### src/hdl/dpcs_pkg.sv
// Shared types and constants of the depth-to-point-cloud sampler.
package dpcs_pkg;

   localparam int DEF_MAX_COLS = 1024;
   localparam int DEF_MAX_ROWS = 1024;

   // Widest row or column index the parameters allow (4096 entries).
   localparam int POS_W = 12;
   localparam int COORD_W = 29;
   localparam int QUEUE_DEPTH = 4;

   localparam logic [3:0] STRIDE_NEAR = 4'd3;
   localparam logic [3:0] STRIDE_MID = 4'd8;
   localparam logic [3:0] STRIDE_FAR = 4'd15;
   localparam logic [15:0] NEAR_LIMIT_MM = 16'd100;
   localparam logic [9:0] DEF_ROW_START = 10'd240;

   localparam logic [2:0] REG_FOCAL_X = 3'd0;
   localparam logic [2:0] REG_FOCAL_Y = 3'd1;
   localparam logic [2:0] REG_CENTER_X = 3'd2;
   localparam logic [2:0] REG_CENTER_Y = 3'd3;
   localparam logic [2:0] REG_FAR_LIMIT = 3'd4;
   localparam logic [2:0] REG_ROW_START = 3'd5;
   localparam logic [2:0] REG_ZONE_MID = 3'd6;
   localparam logic [2:0] REG_ZONE_FAR = 3'd7;

   typedef struct packed {
      logic [15:0] focal_x;
      logic [15:0] focal_y;
      logic [15:0] center_x;
      logic [15:0] center_y;
      logic [15:0] far_limit_mm;
      logic [9:0] row_start;
      logic [9:0] row_zone_mid;
      logic [9:0] row_zone_far;
   } csr_type;

   typedef struct packed {
      logic [15:0] depth_mm;
      logic [15:0] cost;
      logic [POS_W-1:0] row;
      logic [POS_W-1:0] col;
      logic [15:0] frame;
   } job_type;

   typedef struct packed {
      logic full;
      logic empty;
   } qstat_type;

endpackage

### src/hdl/dpcs_front.sv
// Pixel front end: raster counters, sampling grid and point screening.
module dpcs_front
   import dpcs_pkg::*;
#(
   parameter int MAX_COLS = DEF_MAX_COLS,
   parameter int MAX_ROWS = DEF_MAX_ROWS
) (
   input  logic clock,
   input  logic reset,
   input  csr_type csr,
   input  logic accept,
   input  logic [15:0] depth_mm,
   input  logic [15:0] cost,
   input  logic last_of_row,
   input  logic last_of_frame,
   output logic push,
   output job_type job
);

   localparam int CW = $clog2(MAX_COLS);
   localparam int RW = $clog2(MAX_ROWS);
   localparam int NCW = CW + 1;
   localparam int NRW = (RW + 1 > 10) ? RW + 1 : 10;

   logic [RW-1:0] row_ff, row_in;
   logic [CW-1:0] col_ff, col_in;
   logic [NRW-1:0] nrow_ff, nrow_in;
   logic [NCW-1:0] ncol_ff, ncol_in;
   logic [3:0] stride_ff, stride_in;
   logic [15:0] frame_ff, frame_in;

   logic [3:0] stride;
   logic row_hit, col_hit, good;
   logic [NCW:0] col_sum, col_cap;
   logic [NRW:0] row_sum, row_cap;

   always_comb begin
      priority if (13'(row_ff) >= 13'(csr.row_zone_far)) begin
         stride = STRIDE_FAR;
      end else if (13'(row_ff) >= 13'(csr.row_zone_mid)) begin
         stride = STRIDE_MID;
      end else begin
         stride = stride_ff;
      end
   end

   assign row_hit = (NRW'(row_ff) == nrow_ff);
   assign col_hit = (NCW'(col_ff) == ncol_ff);
   assign good = !(depth_mm > csr.far_limit_mm || depth_mm < NEAR_LIMIT_MM || cost == 16'd0);
   assign col_sum = (NCW+1)'(ncol_ff) + (NCW+1)'(stride);
   assign col_cap = (NCW+1)'(2 * MAX_COLS - 1);
   assign row_sum = (NRW+1)'(nrow_ff) + (NRW+1)'(stride);
   assign row_cap = (NRW+1)'(2 * MAX_ROWS - 1);

   assign push = accept && row_hit && col_hit && good;
   assign job.depth_mm = depth_mm;
   assign job.cost = cost;
   assign job.row = POS_W'(row_ff);
   assign job.col = POS_W'(col_ff);
   assign job.frame = frame_ff;

   always_comb begin
      row_in = row_ff;
      col_in = col_ff;
      nrow_in = nrow_ff;
      ncol_in = ncol_ff;
      stride_in = stride_ff;
      frame_in = frame_ff;
      if (accept) begin
         if (row_hit && col_hit) begin
            ncol_in = (col_sum > col_cap) ? NCW'(col_cap) : NCW'(col_sum);
         end
         priority if (last_of_frame) begin
            frame_in = frame_ff + 16'd1;
            row_in = '0;
            col_in = '0;
            nrow_in = NRW'(csr.row_start);
            ncol_in = '0;
            stride_in = STRIDE_NEAR;
         end else if (last_of_row) begin
            if (row_hit) begin
               nrow_in = (row_sum > row_cap) ? NRW'(row_cap) : NRW'(row_sum);
               stride_in = stride;
            end
            if (row_ff < RW'(MAX_ROWS - 1)) begin
               row_in = row_ff + 1'b1;
            end
            col_in = '0;
            ncol_in = '0;
         end else begin
            if (col_ff < CW'(MAX_COLS - 1)) begin
               col_in = col_ff + 1'b1;
            end
         end
      end
   end

   always_ff @(posedge clock) begin
      if (reset) begin
         row_ff <= '0;
         col_ff <= '0;
         nrow_ff <= NRW'(DEF_ROW_START);
         ncol_ff <= '0;
         stride_ff <= STRIDE_NEAR;
         frame_ff <= '0;
      end else begin
         row_ff <= row_in;
         col_ff <= col_in;
         nrow_ff <= nrow_in;
         ncol_ff <= ncol_in;
         stride_ff <= stride_in;
         frame_ff <= frame_in;
      end
   end

endmodule

### src/hdl/dpcs_fifo.sv
// Short request queue between the front end and the projection unit.
module dpcs_fifo
   import dpcs_pkg::*;
#(
   parameter int DEPTH = QUEUE_DEPTH
) (
   input  logic clock,
   input  logic reset,
   input  logic push,
   input  job_type push_job,
   input  logic pop,
   output job_type pop_job,
   output qstat_type stat
);

   localparam int AW = (DEPTH > 1) ? $clog2(DEPTH) : 1;

   job_type mem_ff [DEPTH];
   logic [AW-1:0] wr_ff, wr_in, rd_ff, rd_in;
   logic [AW:0] cnt_ff, cnt_in;

   assign stat.full = (cnt_ff == (AW+1)'(DEPTH));
   assign stat.empty = (cnt_ff == '0);
   assign pop_job = mem_ff[rd_ff];

   always_comb begin
      wr_in = wr_ff;
      rd_in = rd_ff;
      cnt_in = cnt_ff;
      if (push) begin
         wr_in = (wr_ff == AW'(DEPTH - 1)) ? '0 : wr_ff + 1'b1;
      end
      if (pop) begin
         rd_in = (rd_ff == AW'(DEPTH - 1)) ? '0 : rd_ff + 1'b1;
      end
      if (push && !pop) begin
         cnt_in = cnt_ff + 1'b1;
      end else if (pop && !push) begin
         cnt_in = cnt_ff - 1'b1;
      end
   end

   always_ff @(posedge clock) begin
      if (push) begin
         mem_ff[wr_ff] <= push_job;
      end
   end

   always_ff @(posedge clock) begin
      if (reset) begin
         wr_ff <= '0;
         rd_ff <= '0;
         cnt_ff <= '0;
      end else begin
         wr_ff <= wr_in;
         rd_ff <= rd_in;
         cnt_ff <= cnt_in;
      end
   end

endmodule

### src/hdl/dpcs_back.sv
// Projection unit: offset multiply, bit-serial divide, saturate, result register.
module dpcs_back
   import dpcs_pkg::*;
(
   input  logic clock,
   input  logic reset,
   input  csr_type csr,
   input  qstat_type qstat,
   input  job_type qjob,
   output logic pop,
   output logic busy_div,
   output logic [5:0] div_count,
   output logic rsp_valid,
   input  logic rsp_stall,
   output logic signed [COORD_W-1:0] rsp_point_x_mm,
   output logic signed [COORD_W-1:0] rsp_point_y_mm,
   output logic [15:0] rsp_point_z_mm,
   output logic [15:0] rsp_intensity,
   output logic [9:0] rsp_pixel_row,
   output logic [9:0] rsp_pixel_col,
   output logic [15:0] rsp_frame_number
);

   localparam logic [1:0] S_IDLE = 2'd0;
   localparam logic [1:0] S_MUL = 2'd1;
   localparam logic [1:0] S_DIV = 2'd2;
   localparam logic [1:0] S_OUT = 2'd3;
   localparam logic [5:0] DIV_STEPS = 6'd32;

   logic [1:0] state_ff, state_in;
   logic [5:0] cnt_ff, cnt_in;
   job_type job_ff;
   logic neg_ff [2];
   logic [31:0] quo_ff [2];
   logic [15:0] rem_ff [2];
   logic neg_in [2];
   logic [31:0] quo_in [2];
   logic [15:0] rem_in [2];
   logic [15:0] focal [2];
   logic [15:0] center [2];
   logic [15:0] pos [2];
   logic signed [16:0] off [2];
   logic signed [33:0] prod [2];
   logic [16:0] trial [2];
   logic [COORD_W-1:0] coord [2];
   logic out_valid_ff;
   logic load_out;

   function automatic logic [COORD_W-1:0] saturate(input logic neg, input logic [31:0] mag);
      logic [31:0] lim;
      lim = 32'(1) << (COORD_W - 1);
      if (neg) begin
         saturate = (mag > lim) ? COORD_W'(lim) : COORD_W'(-mag);
      end else begin
         saturate = (mag > lim - 32'd1) ? COORD_W'(lim - 32'd1) : COORD_W'(mag);
      end
   endfunction

   assign focal[0] = csr.focal_x;
   assign focal[1] = csr.focal_y;
   assign center[0] = csr.center_x;
   assign center[1] = csr.center_y;
   assign pos[0] = 16'({job_ff.col, 4'b0000});
   assign pos[1] = 16'({job_ff.row, 4'b0000});

   always_comb begin
      for (int l = 0; l < 2; l++) begin
         off[l] = $signed({1'b0, pos[l]}) - $signed({1'b0, center[l]});
         prod[l] = off[l] * $signed({1'b0, job_ff.depth_mm});
         trial[l] = {rem_ff[l], quo_ff[l][31]};
         coord[l] = (focal[l] == 16'd0) ? '0 : saturate(neg_ff[l], quo_ff[l]);
      end
   end

   assign pop = (state_ff == S_IDLE) && !qstat.empty;
   assign load_out = (state_ff == S_OUT) && (!out_valid_ff || !rsp_stall);
   assign busy_div = (state_ff == S_DIV);
   assign div_count = cnt_ff;

   always_comb begin
      state_in = state_ff;
      cnt_in = cnt_ff;
      for (int l = 0; l < 2; l++) begin
         neg_in[l] = neg_ff[l];
         quo_in[l] = quo_ff[l];
         rem_in[l] = rem_ff[l];
      end
      unique case (state_ff)
         S_IDLE: begin
            if (!qstat.empty) begin
               state_in = S_MUL;
            end
         end
         S_MUL: begin
            for (int l = 0; l < 2; l++) begin
               neg_in[l] = prod[l][33];
               quo_in[l] = prod[l][33] ? 32'(-prod[l]) : 32'(prod[l]);
               rem_in[l] = '0;
            end
            cnt_in = '0;
            state_in = S_DIV;
         end
         S_DIV: begin
            for (int l = 0; l < 2; l++) begin
               if (trial[l] >= {1'b0, focal[l]}) begin
                  rem_in[l] = 16'(trial[l] - {1'b0, focal[l]});
                  quo_in[l] = {quo_ff[l][30:0], 1'b1};
               end else begin
                  rem_in[l] = trial[l][15:0];
                  quo_in[l] = {quo_ff[l][30:0], 1'b0};
               end
            end
            cnt_in = cnt_ff + 6'd1;
            if (cnt_ff == DIV_STEPS - 6'd1) begin
               state_in = S_OUT;
            end
         end
         S_OUT: begin
            if (load_out) begin
               state_in = S_IDLE;
            end
         end
         default: begin
            state_in = S_IDLE;
         end
      endcase
   end

   always_ff @(posedge clock) begin
      if (reset) begin
         state_ff <= S_IDLE;
         cnt_ff <= '0;
         out_valid_ff <= 1'b0;
      end else begin
         state_ff <= state_in;
         cnt_ff <= cnt_in;
         if (load_out) begin
            out_valid_ff <= 1'b1;
         end else if (!rsp_stall) begin
            out_valid_ff <= 1'b0;
         end
      end
   end

   always_ff @(posedge clock) begin
      if (pop) begin
         job_ff <= qjob;
      end
      for (int l = 0; l < 2; l++) begin
         neg_ff[l] <= neg_in[l];
         quo_ff[l] <= quo_in[l];
         rem_ff[l] <= rem_in[l];
      end
      if (load_out) begin
         rsp_point_x_mm <= coord[0];
         rsp_point_y_mm <= coord[1];
         rsp_point_z_mm <= job_ff.depth_mm;
         rsp_intensity <= job_ff.cost;
         rsp_pixel_row <= 10'(job_ff.row);
         rsp_pixel_col <= 10'(job_ff.col);
         rsp_frame_number <= job_ff.frame;
      end
   end

   assign rsp_valid = out_valid_ff;

endmodule

### src/hdl/depth_to_point_cloud_sampler_top.sv
// Top level of the depth-to-point-cloud sampler.
//
//   port group | direction | handshake          | carries
//   req_*      | in        | req_valid/req_stall | depth, cost, row and frame marks
//   rsp_*      | out       | rsp_valid/rsp_stall | x, y, z, intensity, row, col, frame
//   csr_*      | in        | csr_valid/csr_ready | register index and write data
//
// The front end takes one pixel request per cycle while the point queue has room.
// Each point passes through the projection unit in order: a queue pop, a multiply
// state, a one-bit-per-cycle divider for x and y side by side, and a load into the
// result register, which waits while rsp_stall holds an untaken result. A new point
// is popped only after the last one is loaded. Pixels that give no point cost nothing.
// Reset is synchronous and clears counters, queue and result valid; registers return
// to their defaults. req_stall rises only while the queue is full.
module depth_to_point_cloud_sampler_top
   import dpcs_pkg::*;
#(
   parameter int MAX_COLS = DEF_MAX_COLS,
   parameter int MAX_ROWS = DEF_MAX_ROWS
) (
   input  logic clock,
   input  logic reset,
   input  logic req_valid,
   output logic req_stall,
   input  logic [15:0] req_depth_mm,
   input  logic [15:0] req_cost,
   input  logic req_last_of_row,
   input  logic req_last_of_frame,
   output logic rsp_valid,
   input  logic rsp_stall,
   output logic signed [COORD_W-1:0] rsp_point_x_mm,
   output logic signed [COORD_W-1:0] rsp_point_y_mm,
   output logic [15:0] rsp_point_z_mm,
   output logic [15:0] rsp_intensity,
   output logic [9:0] rsp_pixel_row,
   output logic [9:0] rsp_pixel_col,
   output logic [15:0] rsp_frame_number,
   input  logic csr_valid,
   output logic csr_ready,
   input  logic [2:0] csr_index,
   input  logic [15:0] csr_data
);

   csr_type csr_ff;
   qstat_type qstat;
   job_type push_job, pop_job;
   logic accept, push, pop, busy_div;
   logic [5:0] div_count;

   // Registers are always writable; software must write them only while idle (not enforced here).
   assign csr_ready = 1'b1;

   always_ff @(posedge clock) begin
      if (reset) begin
         csr_ff.focal_x <= 16'd6800;
         csr_ff.focal_y <= 16'd6800;
         csr_ff.center_x <= 16'd6768;
         csr_ff.center_y <= 16'd3824;
         csr_ff.far_limit_mm <= 16'd6000;
         csr_ff.row_start <= DEF_ROW_START;
         csr_ff.row_zone_mid <= 10'd320;
         csr_ff.row_zone_far <= 10'd360;
      end else if (csr_valid && csr_ready) begin
         unique case (csr_index)
            REG_FOCAL_X: csr_ff.focal_x <= csr_data;
            REG_FOCAL_Y: csr_ff.focal_y <= csr_data;
            REG_CENTER_X: csr_ff.center_x <= csr_data;
            REG_CENTER_Y: csr_ff.center_y <= csr_data;
            REG_FAR_LIMIT: csr_ff.far_limit_mm <= csr_data;
            REG_ROW_START: csr_ff.row_start <= csr_data[9:0];
            REG_ZONE_MID: csr_ff.row_zone_mid <= csr_data[9:0];
            REG_ZONE_FAR: csr_ff.row_zone_far <= csr_data[9:0];
            default: ;
         endcase
      end
   end

   // Hold requests only while the queue cannot take another point.
   assign req_stall = qstat.full;
   assign accept = req_valid && !req_stall;

   dpcs_front #(
      .MAX_COLS(MAX_COLS),
      .MAX_ROWS(MAX_ROWS)
   ) u_front (
      .clock(clock),
      .reset(reset),
      .csr(csr_ff),
      .accept(accept),
      .depth_mm(req_depth_mm),
      .cost(req_cost),
      .last_of_row(req_last_of_row),
      .last_of_frame(req_last_of_frame),
      .push(push),
      .job(push_job)
   );

   dpcs_fifo #(
      .DEPTH(QUEUE_DEPTH)
   ) u_fifo (
      .clock(clock),
      .reset(reset),
      .push(push),
      .push_job(push_job),
      .pop(pop),
      .pop_job(pop_job),
      .stat(qstat)
   );

   dpcs_back u_back (
      .clock(clock),
      .reset(reset),
      .csr(csr_ff),
      .qstat(qstat),
      .qjob(pop_job),
      .pop(pop),
      .busy_div(busy_div),
      .div_count(div_count),
      .rsp_valid(rsp_valid),
      .rsp_stall(rsp_stall),
      .rsp_point_x_mm(rsp_point_x_mm),
      .rsp_point_y_mm(rsp_point_y_mm),
      .rsp_point_z_mm(rsp_point_z_mm),
      .rsp_intensity(rsp_intensity),
      .rsp_pixel_row(rsp_pixel_row),
      .rsp_pixel_col(rsp_pixel_col),
      .rsp_frame_number(rsp_frame_number)
   );

`ifndef NO_ASSERTIONS
   a_no_push_full: assert property (@(posedge clock) disable iff (reset)
      push |-> !qstat.full) else $error("point pushed into full queue");
   a_no_pop_empty: assert property (@(posedge clock) disable iff (reset)
      pop |-> !qstat.empty) else $error("point popped from empty queue");
   a_div_bound: assert property (@(posedge clock) disable iff (reset)
      busy_div |-> div_count < 6'd32) else $error("divider overran its steps");
   a_reset_quiet: assert property (@(posedge clock)
      !reset && $past(reset) |-> !rsp_valid) else $error("result valid right after reset");
`endif

endmodule
### config.mk
export PLATFORM = sky130hd
export DESIGN_NAME = depth_to_point_cloud_sampler_top
export DESIGN_NICKNAME = d
export VERILOG_FILES = /design/src/hdl/dpcs_pkg.sv /design/src/hdl/dpcs_front.sv /design/src/hdl/dpcs_fifo.sv /design/src/hdl/dpcs_back.sv /design/src/hdl/depth_to_point_cloud_sampler_top.sv
export SDC_FILE = /design/constraint.sdc
export NUM_CORES = 2
export LEC_CHECK = 0
export BUFFER_PORTS_ARGS = -buffer_cell sky130_fd_sc_hd__buf_4
export CORE_MARGIN = 1.5
export CORE_UTILIZATION = 40
export CTS_CLUSTER_SIZE = 25
export DETAILED_ROUTE_END_ITERATION = 8
export GPL_TIMING_DRIVEN = 0
export PLACE_DENSITY = 0.55
export SLEW_MARGIN = 20
export SYNTH_ARGS = -nofsm -noshare
export SYNTH_HDL_FRONTEND = slang
export SYNTH_HIERARCHICAL = 1
export SYNTH_SLANG_ARGS = --single-unit
### constraint.sdc
create_clock -name clock -period 13.65 [get_ports clock]
set_input_delay 0.6825 -clock clock [delete_from_list [all_inputs] [get_ports clock]]
set_output_delay 0.6825 -clock clock [all_outputs]
set_load 0.03 [all_outputs]
Word level (Yosys, flattened, before mapping):

Memories as Yosys holds them, arrays and structs flattened. A register that Yosys moved wholly into a read port is not among the register bits.
Cells that the tools add are included.

* add/sub/neg operators: 18
* multiply operators: 2
* order comparisons: 14
* equal/unequal tests: 20
* muxes and demuxes: 47
* reduce and logical (&&, ||, !) cells: 46

Operators with widths (number)
* two-way mux 29 bit: 6
* case mux 64 bit (2 select lines): 1
* two-way mux 11 bit: 8
* multiplier 17 x 17 -> 34 bit: 2
* greater-than comparator 32 x 28 -> 1 bit, second input constant: 2
* greater-than comparator 32 x 29 -> 1 bit, second input constant: 2
* two-way mux 32 bit: 2
* negation 32 bit: 2
* case mux 32 bit (2 select lines): 1
* two-way mux 10 bit: 6
* negation 29 bit: 2
* logical NOT 16 bit: 3
* >= comparator 17 x 16 -> 1 bit: 2
* subtractor 16 x 16 -> 17 bit: 2
* two-way mux 16 bit: 2
* subtractor 16 bit: 2
* adder 11 x 4 -> 12 bit: 2
* greater-than comparator 12 x 11 -> 1 bit, second input constant: 2
* equality test 10 x 11 -> 1 bit: 2
* AND reduction 2 bit: 11
* adder 10 x 1 -> 10 bit, second input constant: 2
* >= comparator 10 bit: 2
* less-than comparator 10 bit, second input constant: 2
* two-way mux 4 bit: 5
* other kinds (28): 74

* flip-flop bits (word level): 338
* RAM bits: 370
* bits of input ports: 58
* logic and storage cells: 180
* memories kept: 4

Memories
* u_fifo.mem_ff: words 4, width 68, rd ports 1, clocked after Yosys merged registers in 1, write ports 1, line dpcs_fifo.sv:18 `job_type mem_ff [DEPTH];`
* u_back.quo_ff: words 2, width 32, rd ports 2, clocked after Yosys merged registers in 0, write ports 2, line dpcs_back.sv:34 `logic [31:0] quo_ff [2];`
* u_back.rem_ff: words 2, width 16, rd ports 2, clocked after Yosys merged registers in 0, write ports 2, line dpcs_back.sv:35 `logic [15:0] rem_ff [2];`
* u_back.neg_ff: words 2, width 1, rd ports 2, clocked after Yosys merged registers in 0, write ports 2, line dpcs_back.sv:33 `logic neg_ff [2];`

Longest topological paths before layout:

* word-level depth: 10
* gate-level depth with buffers: 39
* depth with buffers taken out: 36

Hierarchy:

Netlist, hierarchy kept.

Modules (own cells, without submodules)
* dpcs_back: times used 1, cells an instance 4295, area an instance 39621.8 um2
* dpcs_fifo: times used 1, cells an instance 420, area an instance 10908.0 um2
* dpcs_front: times used 1, cells an instance 598, area an instance 4692.0 um2
* depth_to_point_cloud_sampler_top: times used 1, cells an instance 405, area an instance 4331.7 um2

Worst setup path before layout:

OpenSTA, ideal clock, no wires.

* kind: input to register
* start: input rsp_stall
* end: register u_back.rsp_frame_number[0], enable pin
* setup time: 0.802 ns
* data arrival time: 9.792 ns
* slack: 3.056 ns
* stages: 1
* path through: a21boi_0

* word-level cells in the longest chain between the ends: 3

Ends and longest elaborated chain
* start: declaration: line depth_to_point_cloud_sampler_top.sv:30 `input logic rsp_stall,`
* logical NOT 1 bit: line dpcs_back.sv:76 `assign load_out = (state_ff == S_OUT) && (!out_valid_ff || !rsp_stall);`
* logical OR 1 bit: line dpcs_back.sv:76
* logical AND 1 bit: line dpcs_back.sv:76
* end signal: assignment: line dpcs_back.sv:161 `rsp_frame_number <= job_ff.frame;`
* end: declaration: line dpcs_back.sv:21 `output logic [15:0] rsp_frame_number`

No other way between the ends.
A chain may end at the register's enable or synchronous reset.

==> out/results.tsv <==
stage	metric	value	unit
setup_path	CP arrival	13040	ps
placed_design	RePlAce Congestion	0.919	
routing	# DRC	0	
final_layout	nets	6929	
routing	Detail Route Antenna Nets	0	
sta	skew final	60.8	ps
synthesis	top-area cell type share of the netlist area	29.4	%
routing	DR pass1 iterations	6	
setup_path	Critical Path RT	14110	ps
setup_path	crit-path max cell delay	880	ps
setup_path	Critical Path End	u_back/quo_ff[0][14]	
global_routing	GRT overflow	0	
synthesis	ys flop type	edfxtp_1	
setup_path	Crit path max-delay family	adder cells	
run_status	status	complete, no violations	
synthesis	register bit total from synthesis	774	
sta	Tmin final	12570	ps
die	Std-Cell Rows	141	
final_layout	Area Overhead vs Synth	12.1	%
setup_path	setup slack, reg-to-reg	1080	ps
sta	max frequency	0.0795	GHz
clock_network	Bufs on Longest Clock Path	3	
global_routing	vias in the first global route	42700	
die	Placeable Area	148000	µm²
die	initial core utilization	40.3	%
routing	vias	42300	
global_routing	largest net degree at the start of global routing	54	
synthesis	ys async rst share	0	%
setup_path	Worst Path Buf+Inv	8	
clock_network	clock root cell	clkbuf_16	
flow_run	Max Cap Viol	0	
sta	setup ws final	1080	ps
die	Die Span X	389	µm
die	die footprint	151000	µm²
sta	Slew headroom	19.2	%
placed_design	Buffers on Ports	184	
synthesis	Post-Syn Instances	5718	
synthesis	Mapped Area	59600	µm²
routing	Vias/cell	5.28	
sta	final hold violation count	0	
setup_path	Worst Reg-to-Reg Cells	36	
sta	WHS	259	ps
setup_path	Critical Path Sink Type	register	
synthesis	top-count cell post-synth	inv_1	
routing	Avg WL per Cell	21.3	µm
synthesis	Yosys cell types	96	
setup_path	Crit-path slowest cell	nor3_1	
sta	RSZ-0062 raised after global routing	no	
setup_path	Startpoint Class	register	
setup_path	WP depth	36	
placed_design	placed instance count	7853	
synthesis	Ys Warns	6	
routing	1st-iter DRT viols	2872	
clock_network	Sink Count	774	
worst_hold_path	Hold Crit Class	in -> reg	
synthesis	syn avg cell area	10.4	µm²
setup_path	Critical path origin	csr_ff[62]	
final_layout	Non-Filler Instances	8016	
synthesis	Post-synth EDFFs	584	
final_layout	layout cells sized above 1	9.06	%
global_routing	initial antenna violation count	8	
sta	Final Setup Violations	0	
synthesis	dominant cells by area after synthesis	edfxtp_1, fa_1, dfxtp_1, ha_1, inv_1	
die	I/O pins	187	
clock_network	worst skew pair latency	710	ps
synthesis	post-synthesis sequential area ratio	35.8	%
clock_network	CTS tree	done	
setup_path	Most common cell on crit path	fa_1	
clock_network	CTS Buf Count	87	
global_routing	GRT Total Usage	22.6	%
global_routing	first-pass GRT wire length	260000	µm
die	Chip Height	389	µm
sta	Worst Tran Pin Value	1200	ps
placed_design	Setup WS pre-CTS	1330	ps
setup_path	RR Startpoint	csr_ff[62]	
sta	final worst-path cycle share	92.1	%
routing	WL final	170000	µm
clock_network	post-cts resize count	0	
clock_network	Clock transition at path regs	60	ps
placed_design	HPWL Detailed	133000	µm
clock_network	Setup Fix Bufs, Post-CTS	0	
synthesis	dominant cell type by area after synthesis	edfxtp_1	
setup_path	critical path peak fanout	10	
synthesis	most frequent cells after synthesis	inv_1, edfxtp_1, nand2_1, fa_1, ha_1	
setup_path	critical path class	reg -> reg	
clock_network	Hold Buf Count CTS	0	
sta	Pins Over Slew Limit	0	
clock_network	H-Tree Depth	3	
setup_path	r2r endpoint	u_back/quo_ff[0][14]	
==> area by class of cell <==
class | count | area, µm²
multi-input cells | 3750 | 33500
repair buffers | 202 | 1820
inverters | 894 | 3360
clock buffers | 111 | 2390
clock inverters | 50 | 494
flip-flops and latches | 774 | 21300
diodes | 2 | 5.00
plain buffers | 303 | 1460
well taps | 1930 | 2410
fillers | 14000 | 81100
==> metal layers <==
layer  part of all wire [%]  global-route usage (%)  vias up
li1                       -                       -    19700
met1                     42                    29.3    21300
met2                     49                    39.1     1064
met3                    4.6                    2.56      280
met4                    3.5                    7.60        2
met5                 0.0094                       0        -
==> stage by stage <==
step | utilization (%) | TNS [ps] | instance area [µm²]
2_1_floorplan | - | 0 | 59600
3_3_place_gp | 42.9 | -468640 | 63400
3_5_place_dp | 43.2 | 0 | 63900
4_1_cts | 45.2 | 0 | 66800
5_1_grt | 45.2 | 0 | 66800
6_report | 45.2 | 0 | 66800
==> kinds of logic after synthesis <==
| logic type | after synthesis | share of synthesized area [%] |
|---|---|---|
| AND/OR/NAND/NOR | 1692 | 14.3 |
| buffers and inverters | 1197 | 8.08 |
| adder cells (fa/ha/maj) | 859 | 25.1 |
| flip-flops | 774 | 35.8 |
| AO/OA/AOI/OAI | 755 | 8.10 |
| multiplexers | 232 | 5.48 |
| XOR/XNOR | 207 | 3.04 |
| other | 2 | 0.0126 |
==> worst min path at each step <==
stage	startpoint	to	cells after the start
floorplan	u_back/job_ff[0]	u_back/rsp_frame_number[0]	0
global placement	u_back/job_ff[54]	u_back/rsp_intensity[14]	0
detailed placement	u_back/job_ff[14]	u_back/rsp_frame_number[14]	0
CTS	csr_data[3]	csr_ff[3]	3
global route	csr_data[12]	csr_ff[58]	3
finish	csr_data[3]	csr_ff[3]	3
==> cell usage in the layout, fill, tap and decap left out, types with 13 or more instances in the layout <==
cell type and n:
a211oi_1 35, a21o_1 45, a21oi_1 190, a311oi_1 13, a31oi_1 61, and2_1 260, and3_1 33, buf_16 14
buf_2 22, buf_4 224, clkbuf_1 235, clkbuf_16 89, clkinv_1 20, dfxtp_1 190, edfxtp_1 584, fa_1 563
ha_1 295, inv_1 893, mux2_2 26, mux2i_1 134, mux4_2 70, nand2_1 570, nand2b_1 107, nand3_1 113
nand3b_1 26, nand4_1 40, nor2_1 283, nor2b_1 31, nor3_1 68, nor4_1 26, o211ai_1 22, o21a_1 31
o21ai_0 184, o221ai_1 18, o22ai_1 18, or3_1 44, xnor2_1 119, xor2_1 85
==> worst register-to-register path: cells and delay by family, from the launching register on <==
family,cells,cell delay [ps]
AO/OA/AOI/OAI,11,3120
XOR/XNOR,1,170
adder cells (fa/ha/maj),8,3980
buffers and inverters,8,2120
flip-flops,1,760
multiplexers,1,290
AND/OR/NAND/NOR,7,1900
==> registers in the layout, indices dropped and copies added (netlist names), 6 cells and up, named ones only <==
| name | count |
|---|---|
| u_back/rsp_point_z_mm | 16 |
| u_front/row_ff | 10 |
| u_back/div_count | 6 |
| u_back/rsp_frame_number | 16 |
| u_front/nrow_ff | 11 |
| u_front/frame_ff | 16 |
| u_front/ncol_ff | 11 |
| u_fifo/mem_ff | 288 |
| u_back/rsp_pixel_col | 10 |
| u_back/rsp_point_y_mm | 29 |
| u_back/rsp_point_x_mm | 29 |
| u_front/col_ff | 10 |
| csr_ff | 110 |
| u_back/rsp_pixel_row | 10 |
| u_back/rsp_intensity | 16 |
| u_back/rem_ff | 32 |
| u_back/quo_ff | 64 |
| u_back/job_ff | 72 |
Power is not shown: default switching activity piles up to over one toggle a cycle in this logic, so the estimate is an artifact.
